File: src/rtl/kts_pkg.sv
// ----------------------------------------------------------------------------
// kts_pkg
// shared types, token kind codes and keyword tables for the token scanner
// ----------------------------------------------------------------------------
package kts_pkg;

	// longest token length counted, longer tokens saturate here
	localparam int unsigned MAX_TOKEN_LENGTH = 255;
	localparam int unsigned LEN_W            = $clog2(MAX_TOKEN_LENGTH + 1);

	localparam int unsigned KW_COUNT = 5;
	localparam logic [KW_COUNT-1:0] KW_ALL = '1;

	// result queue
	localparam int unsigned FIFO_DEPTH = 4;
	localparam int unsigned FIFO_AW    = $clog2(FIFO_DEPTH);

	// token kind codes
	localparam logic [4:0] K_INT    = 5'd0;
	localparam logic [4:0] K_MAIN   = 5'd1;
	localparam logic [4:0] K_IF     = 5'd2;
	localparam logic [4:0] K_ELSE   = 5'd3;
	localparam logic [4:0] K_WHILE  = 5'd4;
	localparam logic [4:0] K_ID     = 5'd5;
	localparam logic [4:0] K_LIT    = 5'd6;
	localparam logic [4:0] K_LPAREN = 5'd7;
	localparam logic [4:0] K_RPAREN = 5'd8;
	localparam logic [4:0] K_LBRACE = 5'd9;
	localparam logic [4:0] K_RBRACE = 5'd10;
	localparam logic [4:0] K_SEMI   = 5'd11;
	localparam logic [4:0] K_EQEQ   = 5'd12;
	localparam logic [4:0] K_GE     = 5'd13;
	localparam logic [4:0] K_LE     = 5'd14;
	localparam logic [4:0] K_GT     = 5'd15;
	localparam logic [4:0] K_LT     = 5'd16;
	localparam logic [4:0] K_ASSIGN = 5'd17;
	localparam logic [4:0] K_PLUS   = 5'd18;
	localparam logic [4:0] K_MINUS  = 5'd19;

	// source characters of interest
	localparam logic [7:0] CH_EQ     = 8'h3D;
	localparam logic [7:0] CH_LT     = 8'h3C;
	localparam logic [7:0] CH_GT     = 8'h3E;
	localparam logic [7:0] CH_LPAREN = 8'h28;
	localparam logic [7:0] CH_RPAREN = 8'h29;
	localparam logic [7:0] CH_LBRACE = 8'h7B;
	localparam logic [7:0] CH_RBRACE = 8'h7D;
	localparam logic [7:0] CH_SEMI   = 8'h3B;
	localparam logic [7:0] CH_PLUS   = 8'h2B;
	localparam logic [7:0] CH_MINUS  = 8'h2D;
	localparam logic [7:0] CH_UNDER  = 8'h5F;

	typedef enum logic [2:0] {
		MODE_IDLE,
		MODE_IDENT,
		MODE_LIT,
		MODE_EQ,
		MODE_LT,
		MODE_GT
	} scan_mode_t;

	typedef struct packed {
		logic [4:0]  kind;
		logic [7:0]  len;
		logic [31:0] start;
		logic        last;
	} tok_t;

	typedef struct packed {
		scan_mode_t          mode;
		logic [LEN_W-1:0]    len;
		logic [KW_COUNT-1:0] cand;
		logic [31:0]         origin;
		logic [31:0]         pos;
	} scan_state_t;

	typedef struct packed {
		logic [1:0] count;
		tok_t       tok0;
		tok_t       tok1;
	} step_res_t;

	// keyword lengths: int main if else while
	function automatic logic [2:0] kw_len(input logic [2:0] k);
		logic [2:0] r;
		unique case (k)
			3'd0:    r = 3'd3;
			3'd1:    r = 3'd4;
			3'd2:    r = 3'd2;
			3'd3:    r = 3'd4;
			3'd4:    r = 3'd5;
			default: r = 3'd0;
		endcase
		return r;
	endfunction

	// character p of keyword k
	function automatic logic [7:0] kw_char(input logic [2:0] k, input logic [2:0] p);
		logic [7:0] r;
		r = 8'h00;
		unique case (k)
			3'd0: begin
				unique case (p)
					3'd0:    r = 8'h69; // i
					3'd1:    r = 8'h6E; // n
					3'd2:    r = 8'h74; // t
					default: r = 8'h00;
				endcase
			end
			3'd1: begin
				unique case (p)
					3'd0:    r = 8'h6D; // m
					3'd1:    r = 8'h61; // a
					3'd2:    r = 8'h69; // i
					3'd3:    r = 8'h6E; // n
					default: r = 8'h00;
				endcase
			end
			3'd2: begin
				unique case (p)
					3'd0:    r = 8'h69; // i
					3'd1:    r = 8'h66; // f
					default: r = 8'h00;
				endcase
			end
			3'd3: begin
				unique case (p)
					3'd0:    r = 8'h65; // e
					3'd1:    r = 8'h6C; // l
					3'd2:    r = 8'h73; // s
					3'd3:    r = 8'h65; // e
					default: r = 8'h00;
				endcase
			end
			3'd4: begin
				unique case (p)
					3'd0:    r = 8'h77; // w
					3'd1:    r = 8'h68; // h
					3'd2:    r = 8'h69; // i
					3'd3:    r = 8'h6C; // l
					3'd4:    r = 8'h65; // e
					default: r = 8'h00;
				endcase
			end
			default: r = 8'h00;
		endcase
		return r;
	endfunction

endpackage

File: src/rtl/kts_if.sv
// ----------------------------------------------------------------------------
// kts_byte_if / kts_token_if
// valid/ready channels for source bytes and token records
// ----------------------------------------------------------------------------
interface kts_byte_if;
	logic       valid;
	logic       ready;
	logic [7:0] byte_value;
	logic       final_byte;

	modport source (output valid, output byte_value, output final_byte, input ready);
	modport sink   (input valid, input byte_value, input final_byte, output ready);
endinterface

interface kts_token_if;
	logic        valid;
	logic        ready;
	logic [4:0]  token_kind;
	logic [7:0]  token_length;
	logic [31:0] token_start;
	logic        last_of_run;

	modport source (output valid, output token_kind, output token_length,
		output token_start, output last_of_run, input ready);
	modport sink   (input valid, input token_kind, input token_length,
		input token_start, input last_of_run, output ready);
endinterface

File: src/rtl/kts_step.sv
// ----------------------------------------------------------------------------
// kts_step
// one scanner step: next state and up to two token records for one byte
// ----------------------------------------------------------------------------
module kts_step
	import kts_pkg::*;
(
	input  scan_state_t cur,
	input  logic [7:0]  byte_value,
	input  logic        final_byte,
	output scan_state_t nxt,
	output step_res_t   res
);

	function automatic logic [KW_COUNT-1:0] cand_upd(
		input logic [KW_COUNT-1:0] cand,
		input logic [LEN_W-1:0]    p,
		input logic [7:0]          c
	);
		logic [KW_COUNT-1:0] r;
		r = cand;
		for (int k = 0; k < KW_COUNT; k++) begin
			if (p >= LEN_W'(kw_len(3'(k))) || kw_char(3'(k), p[2:0]) != c) begin
				r[k] = 1'b0;
			end
		end
		return r;
	endfunction

	function automatic logic [4:0] ident_kind(
		input logic [KW_COUNT-1:0] cand,
		input logic [LEN_W-1:0]    len
	);
		logic [4:0] r;
		r = K_ID;
		// lowest keyword index wins
		for (int k = KW_COUNT - 1; k >= 0; k--) begin
			if (cand[k] && len == LEN_W'(kw_len(3'(k)))) begin
				r = 5'(k);
			end
		end
		return r;
	endfunction

	// record for whatever token the state holds open
	function automatic tok_t flush_tok(input scan_state_t s);
		tok_t t;
		t.start = s.origin;
		t.last  = 1'b0;
		t.len   = 8'd1;
		t.kind  = K_ASSIGN;
		unique case (s.mode)
			MODE_IDENT: begin
				t.kind = ident_kind(s.cand, s.len);
				t.len  = 8'(s.len);
			end
			MODE_LIT: begin
				t.kind = K_LIT;
				t.len  = 8'(s.len);
			end
			MODE_LT:  t.kind = K_LT;
			MODE_GT:  t.kind = K_GT;
			default:  t.kind = K_ASSIGN;
		endcase
		return t;
	endfunction

	logic             is_alpha;
	logic             is_num;
	logic             used;
	logic [LEN_W-1:0] len_inc;
	logic             a_vld;
	tok_t             a_tok;
	logic             b_vld;
	tok_t             b_tok;
	scan_state_t      mid;

	assign is_alpha = (byte_value >= 8'h61 && byte_value <= 8'h7A)
		|| (byte_value >= 8'h41 && byte_value <= 8'h5A) || byte_value == CH_UNDER;
	assign is_num   = byte_value >= 8'h30 && byte_value <= 8'h39;
	assign len_inc  = (cur.len < LEN_W'(MAX_TOKEN_LENGTH)) ? cur.len + 1'b1 : cur.len;

	always_comb begin
		mid   = cur;
		used  = 1'b0;
		a_vld = 1'b0;
		a_tok = flush_tok(cur);
		b_vld = 1'b0;
		b_tok = '{kind: K_PLUS, len: 8'd1, start: cur.pos, last: 1'b0};

		// pending token: extend it or close it
		unique case (cur.mode)
			MODE_IDENT: begin
				if (is_alpha || is_num) begin
					mid.len  = len_inc;
					mid.cand = cand_upd(cur.cand, cur.len, byte_value);
					used     = 1'b1;
				end else begin
					a_vld = 1'b1;
				end
			end
			MODE_LIT: begin
				if (is_num) begin
					mid.len = len_inc;
					used    = 1'b1;
				end else begin
					a_vld = 1'b1;
				end
			end
			MODE_EQ, MODE_LT, MODE_GT: begin
				a_vld = 1'b1;
				if (byte_value == CH_EQ) begin
					used       = 1'b1;
					a_tok.len  = 8'd2;
					a_tok.kind = (cur.mode == MODE_EQ) ? K_EQEQ :
						((cur.mode == MODE_LT) ? K_LE : K_GE);
					mid.mode   = MODE_IDLE;
					mid.len    = '0;
					mid.cand   = KW_ALL;
				end
			end
			default: ;
		endcase

		// byte not taken by the pending token starts afresh
		if (!used) begin
			mid.mode = MODE_IDLE;
			mid.len  = '0;
			mid.cand = KW_ALL;
			if (is_alpha) begin
				mid.mode   = MODE_IDENT;
				mid.origin = cur.pos;
				mid.len    = LEN_W'(1);
				mid.cand   = cand_upd(KW_ALL, '0, byte_value);
			end else if (is_num) begin
				mid.mode   = MODE_LIT;
				mid.origin = cur.pos;
				mid.len    = LEN_W'(1);
				mid.cand   = cand_upd(KW_ALL, '0, byte_value);
			end else if (byte_value == CH_EQ) begin
				mid.mode   = MODE_EQ;
				mid.origin = cur.pos;
				mid.len    = LEN_W'(1);
				mid.cand   = cand_upd(KW_ALL, '0, byte_value);
			end else if (byte_value == CH_LT) begin
				mid.mode   = MODE_LT;
				mid.origin = cur.pos;
				mid.len    = LEN_W'(1);
				mid.cand   = cand_upd(KW_ALL, '0, byte_value);
			end else if (byte_value == CH_GT) begin
				mid.mode   = MODE_GT;
				mid.origin = cur.pos;
				mid.len    = LEN_W'(1);
				mid.cand   = cand_upd(KW_ALL, '0, byte_value);
			end else begin
				b_vld = 1'b1;
				unique case (byte_value)
					CH_LPAREN: b_tok.kind = K_LPAREN;
					CH_RPAREN: b_tok.kind = K_RPAREN;
					CH_LBRACE: b_tok.kind = K_LBRACE;
					CH_RBRACE: b_tok.kind = K_RBRACE;
					CH_SEMI:   b_tok.kind = K_SEMI;
					CH_PLUS:   b_tok.kind = K_PLUS;
					CH_MINUS:  b_tok.kind = K_MINUS;
					default:   b_vld = 1'b0;
				endcase
			end
		end

		// end of text flushes and rewinds everything
		nxt = mid;
		if (final_byte) begin
			if (mid.mode != MODE_IDLE) begin
				b_vld = 1'b1;
				b_tok = flush_tok(mid);
			end
			nxt.mode   = MODE_IDLE;
			nxt.len    = '0;
			nxt.cand   = KW_ALL;
			nxt.origin = '0;
			nxt.pos    = '0;
		end else begin
			nxt.pos = cur.pos + 32'd1;
		end

		// pack up to two records
		res.count     = 2'(a_vld) + 2'(b_vld);
		res.tok0      = a_vld ? a_tok : b_tok;
		res.tok1      = b_tok;
		res.tok0.last = !(a_vld && b_vld);
		res.tok1.last = 1'b1;
	end

endmodule

File: src/rtl/kts_fifo.sv
// ----------------------------------------------------------------------------
// kts_fifo
// small result queue, takes zero to two records a cycle, gives one
// ----------------------------------------------------------------------------
module kts_fifo
	import kts_pkg::*;
(
	input  logic       clk,
	input  logic       arst_n,
	input  logic [1:0] wr_count,
	input  tok_t       wr0,
	input  tok_t       wr1,
	input  logic       pop,
	output tok_t       head,
	output logic       not_empty,
	output logic       room2
);

	tok_t               mem_q [FIFO_DEPTH];
	logic [FIFO_AW-1:0] wr_ptr_q;
	logic [FIFO_AW-1:0] rd_ptr_q;
	logic [FIFO_AW:0]   count_q;
	logic               do_pop;

	assign not_empty = count_q != '0;
	assign room2     = count_q <= (FIFO_AW + 1)'(FIFO_DEPTH - 2);
	assign head      = mem_q[rd_ptr_q];
	assign do_pop    = pop && not_empty;

	always_ff @(posedge clk) begin
		if (wr_count != 2'd0) begin
			mem_q[wr_ptr_q] <= wr0;
		end
		if (wr_count == 2'd2) begin
			mem_q[wr_ptr_q + 1'b1] <= wr1;
		end
	end

	always_ff @(posedge clk or negedge arst_n) begin
		if (!arst_n) begin
			wr_ptr_q <= '0;
			rd_ptr_q <= '0;
			count_q  <= '0;
		end else begin
			wr_ptr_q <= wr_ptr_q + FIFO_AW'(wr_count);
			rd_ptr_q <= rd_ptr_q + FIFO_AW'(do_pop);
			count_q  <= count_q + (FIFO_AW + 1)'(wr_count) - (FIFO_AW + 1)'(do_pop);
		end
	end

endmodule

File: src/rtl/keyword_token_scanner_core.sv
// ----------------------------------------------------------------------------
// keyword_token_scanner_core
// byte-serial lexer giving token records for a small c-like language
// ----------------------------------------------------------------------------
// Source text enters one byte per beat on byte_in, final_byte marking the
// last byte of a text; token records leave one per beat on token_out. A byte
// is held in an input register, then a single combinational step updates the
// scanner state (mode, token length, keyword candidate mask, token origin and
// byte offset) and writes zero, one or two records into a four-entry result
// queue. A new byte is taken every cycle as long as the queue has room for two
// records, so the block runs at one byte per cycle; the output port, at one
// record per cycle, is the only limit when bytes yield two records. With the
// queue empty, the first record of a byte passes the input register and is
// written into the result queue before it appears on token_out. After the
// final byte any pending token is flushed and offsets restart at zero.
// ----------------------------------------------------------------------------
module keyword_token_scanner_core
	import kts_pkg::*;
(
	input  logic        clk,
	input  logic        arst_n,
	kts_byte_if.sink    byte_in,
	kts_token_if.source token_out
);

	// input register
	logic        vld_s1;
	logic [7:0]  byte_s1;
	logic        fin_s1;

	// scanner state
	scan_state_t state_q;
	scan_state_t state_nxt;
	step_res_t   step_res;

	logic        room2;
	logic        adv;
	logic        not_empty;
	tok_t        head;

	// step fires once the queue can absorb the worst case of two records
	assign adv           = vld_s1 && room2;
	assign byte_in.ready = !vld_s1 || adv;

	always_ff @(posedge clk or negedge arst_n) begin
		if (!arst_n) begin
			vld_s1 <= 1'b0;
		end else if (byte_in.ready) begin
			vld_s1 <= byte_in.valid;
		end
	end

	// payload needs no reset
	always_ff @(posedge clk) begin
		if (byte_in.ready && byte_in.valid) begin
			byte_s1 <= byte_in.byte_value;
			fin_s1  <= byte_in.final_byte;
		end
	end

	kts_step u_step (
		.cur        (state_q),
		.byte_value (byte_s1),
		.final_byte (fin_s1),
		.nxt        (state_nxt),
		.res        (step_res)
	);

	always_ff @(posedge clk or negedge arst_n) begin
		if (!arst_n) begin
			state_q.mode   <= MODE_IDLE;
			state_q.len    <= '0;
			state_q.cand   <= KW_ALL;
			state_q.origin <= '0;
			state_q.pos    <= '0;
		end else if (adv) begin
			state_q <= state_nxt;
		end
	end

	kts_fifo u_fifo (
		.clk       (clk),
		.arst_n    (arst_n),
		.wr_count  (adv ? step_res.count : 2'd0),
		.wr0       (step_res.tok0),
		.wr1       (step_res.tok1),
		.pop       (token_out.ready),
		.head      (head),
		.not_empty (not_empty),
		.room2     (room2)
	);

	// output beat straight from the queue head
	assign token_out.valid        = not_empty;
	assign token_out.token_kind   = head.kind;
	assign token_out.token_length = head.len;
	assign token_out.token_start  = head.start;
	assign token_out.last_of_run  = head.last;

endmodule

File: src/flat_wrapper.sv
// flat-port wrapper written by rule: the top's interface ports become plain ports
module keyword_token_scanner_core_flat import kts_pkg::*;
  (clk, arst_n, byte_in_valid, byte_in_byte_value, byte_in_final_byte, byte_in_ready, token_out_valid, token_out_token_kind, token_out_token_length, token_out_token_start, token_out_last_of_run, token_out_ready);
  kts_byte_if byte_in_i ();
  kts_token_if token_out_i ();
  input  logic clk;
  input  logic arst_n;
  input wire logic [$bits(byte_in_i.valid)-1:0] byte_in_valid;
  input wire logic [$bits(byte_in_i.byte_value)-1:0] byte_in_byte_value;
  input wire logic [$bits(byte_in_i.final_byte)-1:0] byte_in_final_byte;
  output wire logic [$bits(byte_in_i.ready)-1:0] byte_in_ready;
  output wire logic [$bits(token_out_i.valid)-1:0] token_out_valid;
  output wire logic [$bits(token_out_i.token_kind)-1:0] token_out_token_kind;
  output wire logic [$bits(token_out_i.token_length)-1:0] token_out_token_length;
  output wire logic [$bits(token_out_i.token_start)-1:0] token_out_token_start;
  output wire logic [$bits(token_out_i.last_of_run)-1:0] token_out_last_of_run;
  input wire logic [$bits(token_out_i.ready)-1:0] token_out_ready;
  assign byte_in_i.valid = byte_in_valid;
  assign byte_in_i.byte_value = byte_in_byte_value;
  assign byte_in_i.final_byte = byte_in_final_byte;
  assign byte_in_ready = byte_in_i.ready;
  assign token_out_valid = token_out_i.valid;
  assign token_out_token_kind = token_out_i.token_kind;
  assign token_out_token_length = token_out_i.token_length;
  assign token_out_token_start = token_out_i.token_start;
  assign token_out_last_of_run = token_out_i.last_of_run;
  assign token_out_i.ready = token_out_ready;
  keyword_token_scanner_core u_core (.clk(clk), .arst_n(arst_n), .byte_in(byte_in_i), .token_out(token_out_i));
endmodule
File: config.mk
export PLATFORM = sky130hd
export DESIGN_NAME = keyword_token_scanner_core_flat
export DESIGN_NICKNAME = d
export VERILOG_FILES = /design/src/rtl/kts_pkg.sv /design/src/rtl/kts_if.sv /design/src/rtl/kts_step.sv /design/src/rtl/kts_fifo.sv /design/src/rtl/keyword_token_scanner_core.sv /design/src/flat_wrapper.sv
export SDC_FILE = /design/constraint.sdc
export NUM_CORES = 1
export LEC_CHECK = 0
export ABC_CLOCK_PERIOD_IN_PS = 8130
export BUFFER_PORTS_ARGS = -buffer_cell sky130_fd_sc_hd__buf_2
export CORE_MARGIN = 10
export CORE_UTILIZATION = 55
export CTS_CLUSTER_SIZE = 10
export DETAILED_ROUTE_END_ITERATION = 10
export GPL_TIMING_DRIVEN = 0
export PLACE_DENSITY_LB_ADDON = 0.08
export SKIP_CTS_REPAIR_TIMING = 1
export SYNTH_ARGS = -nofsm -noshare
export SYNTH_HDL_FRONTEND = slang
export SYNTH_HIERARCHICAL = 1
export SYNTH_SLANG_ARGS = --single-unit
export TNS_END_PERCENT = 10
File: constraint.sdc
create_clock -name clk -period 8.13 [get_ports clk]
set_clock_uncertainty 0.15 [all_clocks]
set_input_delay 1.626 -clock clk [delete_from_list [all_inputs] [get_ports clk]]
set_output_delay 1.626 -clock clk [all_outputs]
set_load 0.01 [all_outputs]
==> qor.csv, run 1 <==
stage;metric;value;unit
outcome;outcome;finished, final reports clean;
yosys;Yosys reg bits;281;
yosys;synth cell count leaders;mux2_2 (223), edfxtp_1 (193), nand2_1 (114);
layout;fin cells;1861;
layout;layout cell share with drive strength beyond 1;36.59;%
critical_path;Setup crit start kind;register;
yosys;synth unique cells;86;
sta;minimum clock period;5.074;ns
route;DRC Markers;0;
clocking;Inserted Clock Buffers;35;
route;final WL;41930;µm
floorplan;Ports;61;
global_routing;vias in the first global route;11280;
yosys;Post-synth EDFFs;193;
placement;Detail Placement HPWL;28690;µm
floorplan;Die ar.;38670;µm²
critical_path;CP cell instances;clkbuf_1 > o21ai_0 > nand2_1 > a21boi_1 > o21ai_0 > a22oi_1 > clkbuf_1 > ha_1 > and3_2 > clkbuf_2 > and4bb_4 > buf_6 > buf_6 > o21bai_4 > buf_16 > buf_12;
sta;fmax;0.1971;GHz
floorplan;Die H;196.6;µm
layout;final instance area;19270;µm²
route;DR pass1 iterations;5;
critical_path;slowest stage cell, crit path;edfxtp_1;
layout;area grow syn2layout;12.32;%
global_routing;initial antenna violation count;0;
critical_path;worst path bufs/invs;7;
sta;Finish-stage setup viols;0;
clocking;Root Buffer;clkbuf_16;
route;DR vias;11360;
clocking;CTS max path bufs;3;
placement;IO buf count;60;
clocking;CTS tree;yes;
yosys;top cell type's share of synthesized area;33.77;%
critical_path;Setup crit end kind;register;
hold_path;Hold Path Class;reg2reg;
clocking;H-tree levels;2;
yosys;top-count cell post-synth;mux2_2;
run;max-cap violations;0;
pwr;power per cell area;260.2;nW/µm²
placement;Placed Cells;1797;
yosys;area leader, netlist;edfxtp_1;
pwr;Worst VDD drop;0.2244;mV
floorplan;Initial Utilization;55.95;%
yosys;async set or reset register ratio after synthesis;31.32;%
critical_path;crit path DAT;5.13;ns
clocking;Worst-Skew Late Latency;0.52;ns
global_routing;largest net degree at the start of global routing;56;
layout;Nets;1463;
route;Routed Antenna Nets;0;
placement;Post-DP Area;18190;µm²
route;routed len/inst;22.53;µm
clocking;Clk pin slew, worst setup/hold paths;0.06;ns
route;initial DRC count;991;
critical_path;Crit path max-delay family;buffers and inverters;
critical_path;Critical Path RT;8.19;ns
yosys;Post-Syn Area per Cell;12.87;µm²
floorplan;FP Rows;64;
sta;Worst Setup Slack, final;3.056;ns
floorplan;core area;30670;µm²
yosys;largest cells by area after synthesis;edfxtp_1 (34%), mux2_2 (15%), dfrtp_1 (12%), mux2_4 (6.6%), mux4_2 (6.0%);
global_routing;first-pass GRT wire length;65540;µm
sta;Final period util;62.41;%
yosys;Primary FF master, synth;edfxtp_1;
layout;antenna cell count;0;
sta;worst-margin pin slew;0.9840;ns
sta;Slew HR;34.24;%
yosys;Netlist Area Pre-Place;17160;µm²
yosys;total number of yosys warnings;6;
critical_path;Worst Setup Path Type;reg2reg;
yosys;post-synthesis sequential area ratio;46.64;%
clocking;Clock Sinks;281;
critical_path;CP max FO;23;
yosys;cell count after synthesis;1333;
route;drt via density;6.106;
global_routing;GR Overflow Total;0;
sta;Final Max Slew Viols;0;
placement;Routability Congestion;0.9281;
sta;Fin. Hold Viols;0;
pwr;Leak;7.474;nW
floorplan;die width;196.6;µm
placement;dpl ws;3.079;ns
global_routing;overall routing resource usage;21.38;%
critical_path;slowest cell delay on critical path;0.44;ns
yosys;syn nets;1358;
sta;RSZ-0062 raised after global routing;no;
pwr;Final Power;5.015;mW
## cell usage in the layout, fill, tap and decap left out, types with 6 or more instances in the layout
master / instances
mux2_2: 223
buf_6: 15
nand2_1: 114
clkbuf_8: 11
buf_12: 7
clkbuf_16: 36
o21ai_0: 32
nor2_1: 78
buf_2: 79
a21o_1: 10
a31oi_1: 8
and2_1: 6
clkbuf_1: 53
mux4_2: 46
ha_1: 11
nor3_1: 8
dfrtp_1: 83
mux2i_1: 8
nand4b_1: 6
xor2_1: 22
mux2_1: 30
buf_4: 8
and3_1: 11
nand3_1: 24
nand2b_1: 14
nor2b_1: 16
edfxtp_1: 193
xnor2_1: 22
a21oi_1: 59
nand3b_1: 6
or3_1: 11
inv_1: 17
nand4_1: 12
mux2_4: 76
## state kept, by name, summed over array words and instances, names as in the netlist
register and count:
u_core/u_fifo/mem_q 184, u_core/state_q 80, u_core/byte_s1 8, u_core/u_fifo/count_q 3
u_core/u_fifo/rd_ptr_q 2, u_core/u_fifo/wr_ptr_q 2, u_core/fin_s1 1, u_core/vld_s1 1
## routing by layer
layer	vias up	GRT usage (%)	wire length (µm)
met5	-	0	0
met4	0	5.305	824
met3	55	3.445	2486
met2	331	34.25	19590
met1	5714	29.85	19030
li1	5263	-	-
## kinds of logic (layout without fill, tap and decap cells)
logic type               Yosys count  in the layout  synth area share, %
AO/OA/AOI/OAI                    168            168                6.416
other                              1              1              0.02185
flip-flops                       281            281                46.64
AND/OR/NAND/NOR                  338            338                9.872
adder cells (fa/ha/maj)           12             12               0.9187
buffers and inverters            106            238                4.127
multiplexers                     383            383                29.76
XOR/XNOR                          44             44                2.246
## through the flow
| step | TNS, ns | utilization [%] | hold WS [ns] |
|---|---|---|---|
| 3_3_place_gp | -107.85 | 58.55 | 0.3360 |
| 2_1_floorplan | 0 | - | 0.3274 |
| 3_5_place_dp | 0 | 59.32 | 0.3491 |
| 4_1_cts | 0 | 62.85 | 0.3727 |
| 5_1_grt | 0 | 62.85 | 0.3750 |
| 6_report | 0 | 62.85 | 0.3704 |
## layout make-up
| class | count | area (µm²) |
|---|---|---|
| fill | 2387 | 11390 |
| multi-input combinational | 946 | 8486 |
| sequential | 281 | 8004 |
| clock buffer | 59 | 1017 |
| buffer | 89 | 644.4 |
| timing repair buffer | 68 | 500.5 |
| tap | 396 | 495.5 |
| clock inverter | 5 | 63.81 |
| inverter | 17 | 63.81 |
## final timing paths
| kind | startpoint | to | slack, ns | cells after the start |
|---|---|---|---|---|
| worst min-delay path | u_core/state_q[10]$_DFFE_PN0P_ | u_core/state_q[10]$_DFFE_PN0P_ | 0.37 | 1 |
| min in group asynchronous | arst_n | u_core/state_q[71]$_DFFE_PN0P_ | 0.92 | 1 |
| worst max register to register | u_core/byte_s1[1]$_DFFE_PP_ | u_core/u_fifo/mem_q[2][26]$_DFFE_PP_ | 3.06 | 16 |
| worst min register to register | u_core/state_q[10]$_DFFE_PN0P_ | u_core/state_q[10]$_DFFE_PN0P_ | 0.37 | 1 |
| worst max-delay path | u_core/byte_s1[1]$_DFFE_PP_ | u_core/u_fifo/mem_q[2][26]$_DFFE_PP_ | 3.06 | 16 |
| max in group asynchronous | arst_n | u_core/state_q[79]$_DFFE_PN0P_ | 6.20 | 2 |
## report_power, final
group,switching [mW],total (mW),internal [mW]
Combinational,0.993,1.77,0.776
Clock,0.585,1.47,0.884
Sequential,0.0839,1.78,1.69
Total,1.66,5.01,3.35
No activity file was read; power rests on OpenSTA's default activity.
==> run 2, diff against run 1 <==
ABC_CLOCK_PERIOD_IN_PS = 4400   (was 8130)
clock period = 4.4 ns   (was 8.13 ns; I/O delays follow)
==> run 2 against run 1 <==
Against the previous run:
- power rose by 85%
- worst hold slack lost 0.22 ns
- core utilization grew 0.99 points
- sequential share of layout area down 0.64 points
- global-route usage fell by 0.30 points
- clock-buffer cell count up 2
- clock power up 80%
- maximum frequency rose by 18%
- critical path depth down 2
- wire length decreased by 1.9%
- critical path type unchanged
- highest routed layer unchanged
==> qor.csv, run 2 (synthesized netlist as in run 1, its figures left out) <==
stage;metric;value;unit;change
layout;Regs by FF count;u_core/u_fifo/mem_q (184), u_core/state_q (80), u_core/byte_s1 (8);;
pwr;switching power;3.072;mW;+85%
clocking;Clk pin slew, worst setup/hold paths;0.05;ns;about the same
sta;Final Max Slew Viols;0;;unchanged
layout;Fill cells;2341;;-1.9%
critical_path;Critical Path RT;4.46;ns;-3.73 ns
layout;Top reg by flops;u_core/u_fifo/mem_q;;
floorplan;Die H;196.6;µm;unchanged
global_routing;first-pass GRT wire length;64840;µm;-1.1%
route;final WL;41140;µm;-1.9%
placement;IO buf count;60;;unchanged
floorplan;Die ar.;38670;µm²;unchanged
sta;worst-margin pin slew;0.9021;ns;-0.08193 ns
route;drt via density;6.011;;-1.6%
pwr;Leak;7.614;nW;+1.9%
clocking;H-tree levels;2;;unchanged
clocking;CTS tree;yes;;
layout;Nets;1485;;+1.5%
route;DR vias;11320;;-0.40%
clocking;Root Buffer;clkbuf_16;;
critical_path;crit path DAT;4.34;ns;-0.79 ns
sta;Fin. Hold Viols;0;;unchanged
pwr;Worst VDD drop;0.3956;mV;+76%
pwr;switch share;33.15;%;about the same
layout;max reg flops;184;;unchanged
floorplan;core area;30670;µm²;unchanged
pwr;power per cell area;473.4;nW/µm²;+82%
hold_path;Hold Path Class;in2async;;
layout;register area;8004;µm²;unchanged
global_routing;GR Overflow Total;0;;unchanged
pwr;Sequential Power Share;35.3;%;about the same
layout;most frequent cells in the layout;mux2_2 (223), edfxtp_1 (193), nand2_1 (113), dfrtp_1 (83), buf_2 (78);;
placement;Detail Placement HPWL;28600;µm;-0.32%
global_routing;vias in the first global route;11170;;-0.92%
outcome;outcome;finished, final reports clean;;
global_routing;largest net degree at the start of global routing;62;;+11%
critical_path;Setup crit start kind;register;;
sta;worst hold slack;0.1532;ns;-0.2172 ns
layout;antenna cell count;0;;unchanged
sta;Finish-stage setup viols;0;;unchanged
clocking;CTS max path bufs;3;;unchanged
floorplan;FP Rows;64;;unchanged
global_routing;initial antenna violation count;0;;unchanged
pwr;Pint;6.196;mW;+85%
route;DRC Markers;0;;unchanged
sta;minimum clock period;4.287;ns;-0.7869 ns
sta;RSZ-0062 raised after global routing;yes;;
route;initial DRC count;1097;;+11%
route;Routed Antenna Nets;0;;unchanged
sta;Final period util;97.43;%;+35 points
critical_path;origin of the critical flop-to-flop path;u_core/byte_s1[1]$_DFFE_PP_;;
clocking;Inserted Clock Buffers;35;;unchanged
clocking;Worst-Skew Late Latency;0.51;ns;about the same
layout;area grow syn2layout;14.09;%;
pwr;power share of the clock group;28.5;%;-0.8 points
route;DR pass1 iterations;5;;unchanged
run;max-cap violations;0;;unchanged
critical_path;CP Launch Point;u_core/byte_s1[1]$_DFFE_PP_;;
sta;Slew HR;39.31;%;+5.1 points
layout;layout cell share with drive strength beyond 1;38.47;%;+1.9 points
sta;fmax;0.2333;GHz;+18%
placement;Routability Congestion;0.9398;;+1.3%
pwr;combinational share of power;36.2;%;+0.9 points
floorplan;die width;196.6;µm;unchanged
critical_path;CP max FO;23;;unchanged
sta;TNS Setup;0;ns;unchanged
clocking;Clock Sinks;281;;unchanged
global_routing;overall routing resource usage;21.08;%;-0.30 points
route;routed len/inst;21.85;µm;-3.0%
layout;leading cell type in the layout, fill and taps excluded;mux2_2;;
floorplan;Initial Utilization;55.95;%;unchanged
floorplan;Ports;61;;unchanged
critical_path;Setup crit end kind;register;;
layout;Multi-input gate area;8587;µm²;+1.2%
critical_path;Worst Setup Path Type;reg2reg;;
==> run 2: cell count changes in the layout (fill, tap and decap cells not counted), sizes merged <==
cell / before / now
clkbuf: 101 / 102
buf: 115 / 138
bufinv: 1 / 0
clkinv: 3 / 2
==> run 2: path summary, 6_finish.rpt <==
| check | slack (ns) | cells past startpoint | endpoint |
|---|---|---|---|
| min in group clk | 0.36 | 1 | u_core/state_q[10]$_DFFE_PN0P_ |
| hold reg to reg | 0.36 | 1 | u_core/state_q[10]$_DFFE_PN0P_ |
| max in group asynchronous | 3.26 | 2 | u_core/state_q[21]$_DFFE_PN0P_ |
| setup / recovery | 0.11 | 14 | u_core/u_fifo/mem_q[2][31]$_DFFE_PP_ |
| hold / removal | 0.15 | 1 | u_core/state_q[71]$_DFFE_PN0P_ |
| setup reg to reg | 0.11 | 14 | u_core/u_fifo/mem_q[2][31]$_DFFE_PP_ |
==> run 2: final cells by class <==
type	instances	share of cell area, %
flip-flops and latches	281	40.88
clock inverters	3	0.1470
multi-input cells	946	43.86
repair buffers	90	3.592
plain buffers	89	3.477
well taps	396	2.531
inverters	17	0.3259
clock buffers	61	5.183
==> run 2: power groups by stage <==
stage | combinational, mW | sequential [mW] | clock [mW]
after floorplan | 2.24 | 3.28 | 0
after global placement | 3.19 | 3.33 | 0
after detailed placement | 3.28 | 3.33 | 0
after CTS | 3.30 | 3.28 | 2.68
after global routing | 3.62 | 3.30 | 2.80
final | 3.36 | 3.27 | 2.64
==> run 2: layer usage <==
metal,part of all wire [%],global-route usage (%),up-vias
met2,47,33.53,300
met5,0,0,-
met4,2.0,5.417,0
met1,46,29.87,5676
met3,5.2,2.919,52
li1,-,-,5290
==> run 2: per-stage QoR <==
step / area (µm²) / cells / utilization (%) / total power [mW] / setup slack [ns]
CTS: 19260 / 1862 / 62.81 / 9.255 / -0.7033
finish: 19580 / 1883 / 63.83 / 9.268 / 0.1129
global placement: 17970 / 1789 / 58.59 / 6.524 / -1.985
floorplan: 17170 / 1333 / - / 5.519 / -0.2027
detailed placement: 18220 / 1798 / 59.41 / 6.608 / -0.6856
global route: 19580 / 1883 / 63.83 / 9.716 / -0.01556
==> run 2: critical path, cell delays in order, from the launching register on <==
cell and delay [ns]:
edfxtp_1 0.40, or4_4 0.57, a21oi_4 0.18, o21ai_4 0.10, and3_1 0.20, buf_2 0.16, or4_1 0.51, ha_1 0.30
and3_4 0.19, and4bb_4 0.36, buf_12 0.16, buf_12 0.17, o21bai_4 0.15, clkbuf_16 0.17, buf_16 0.17
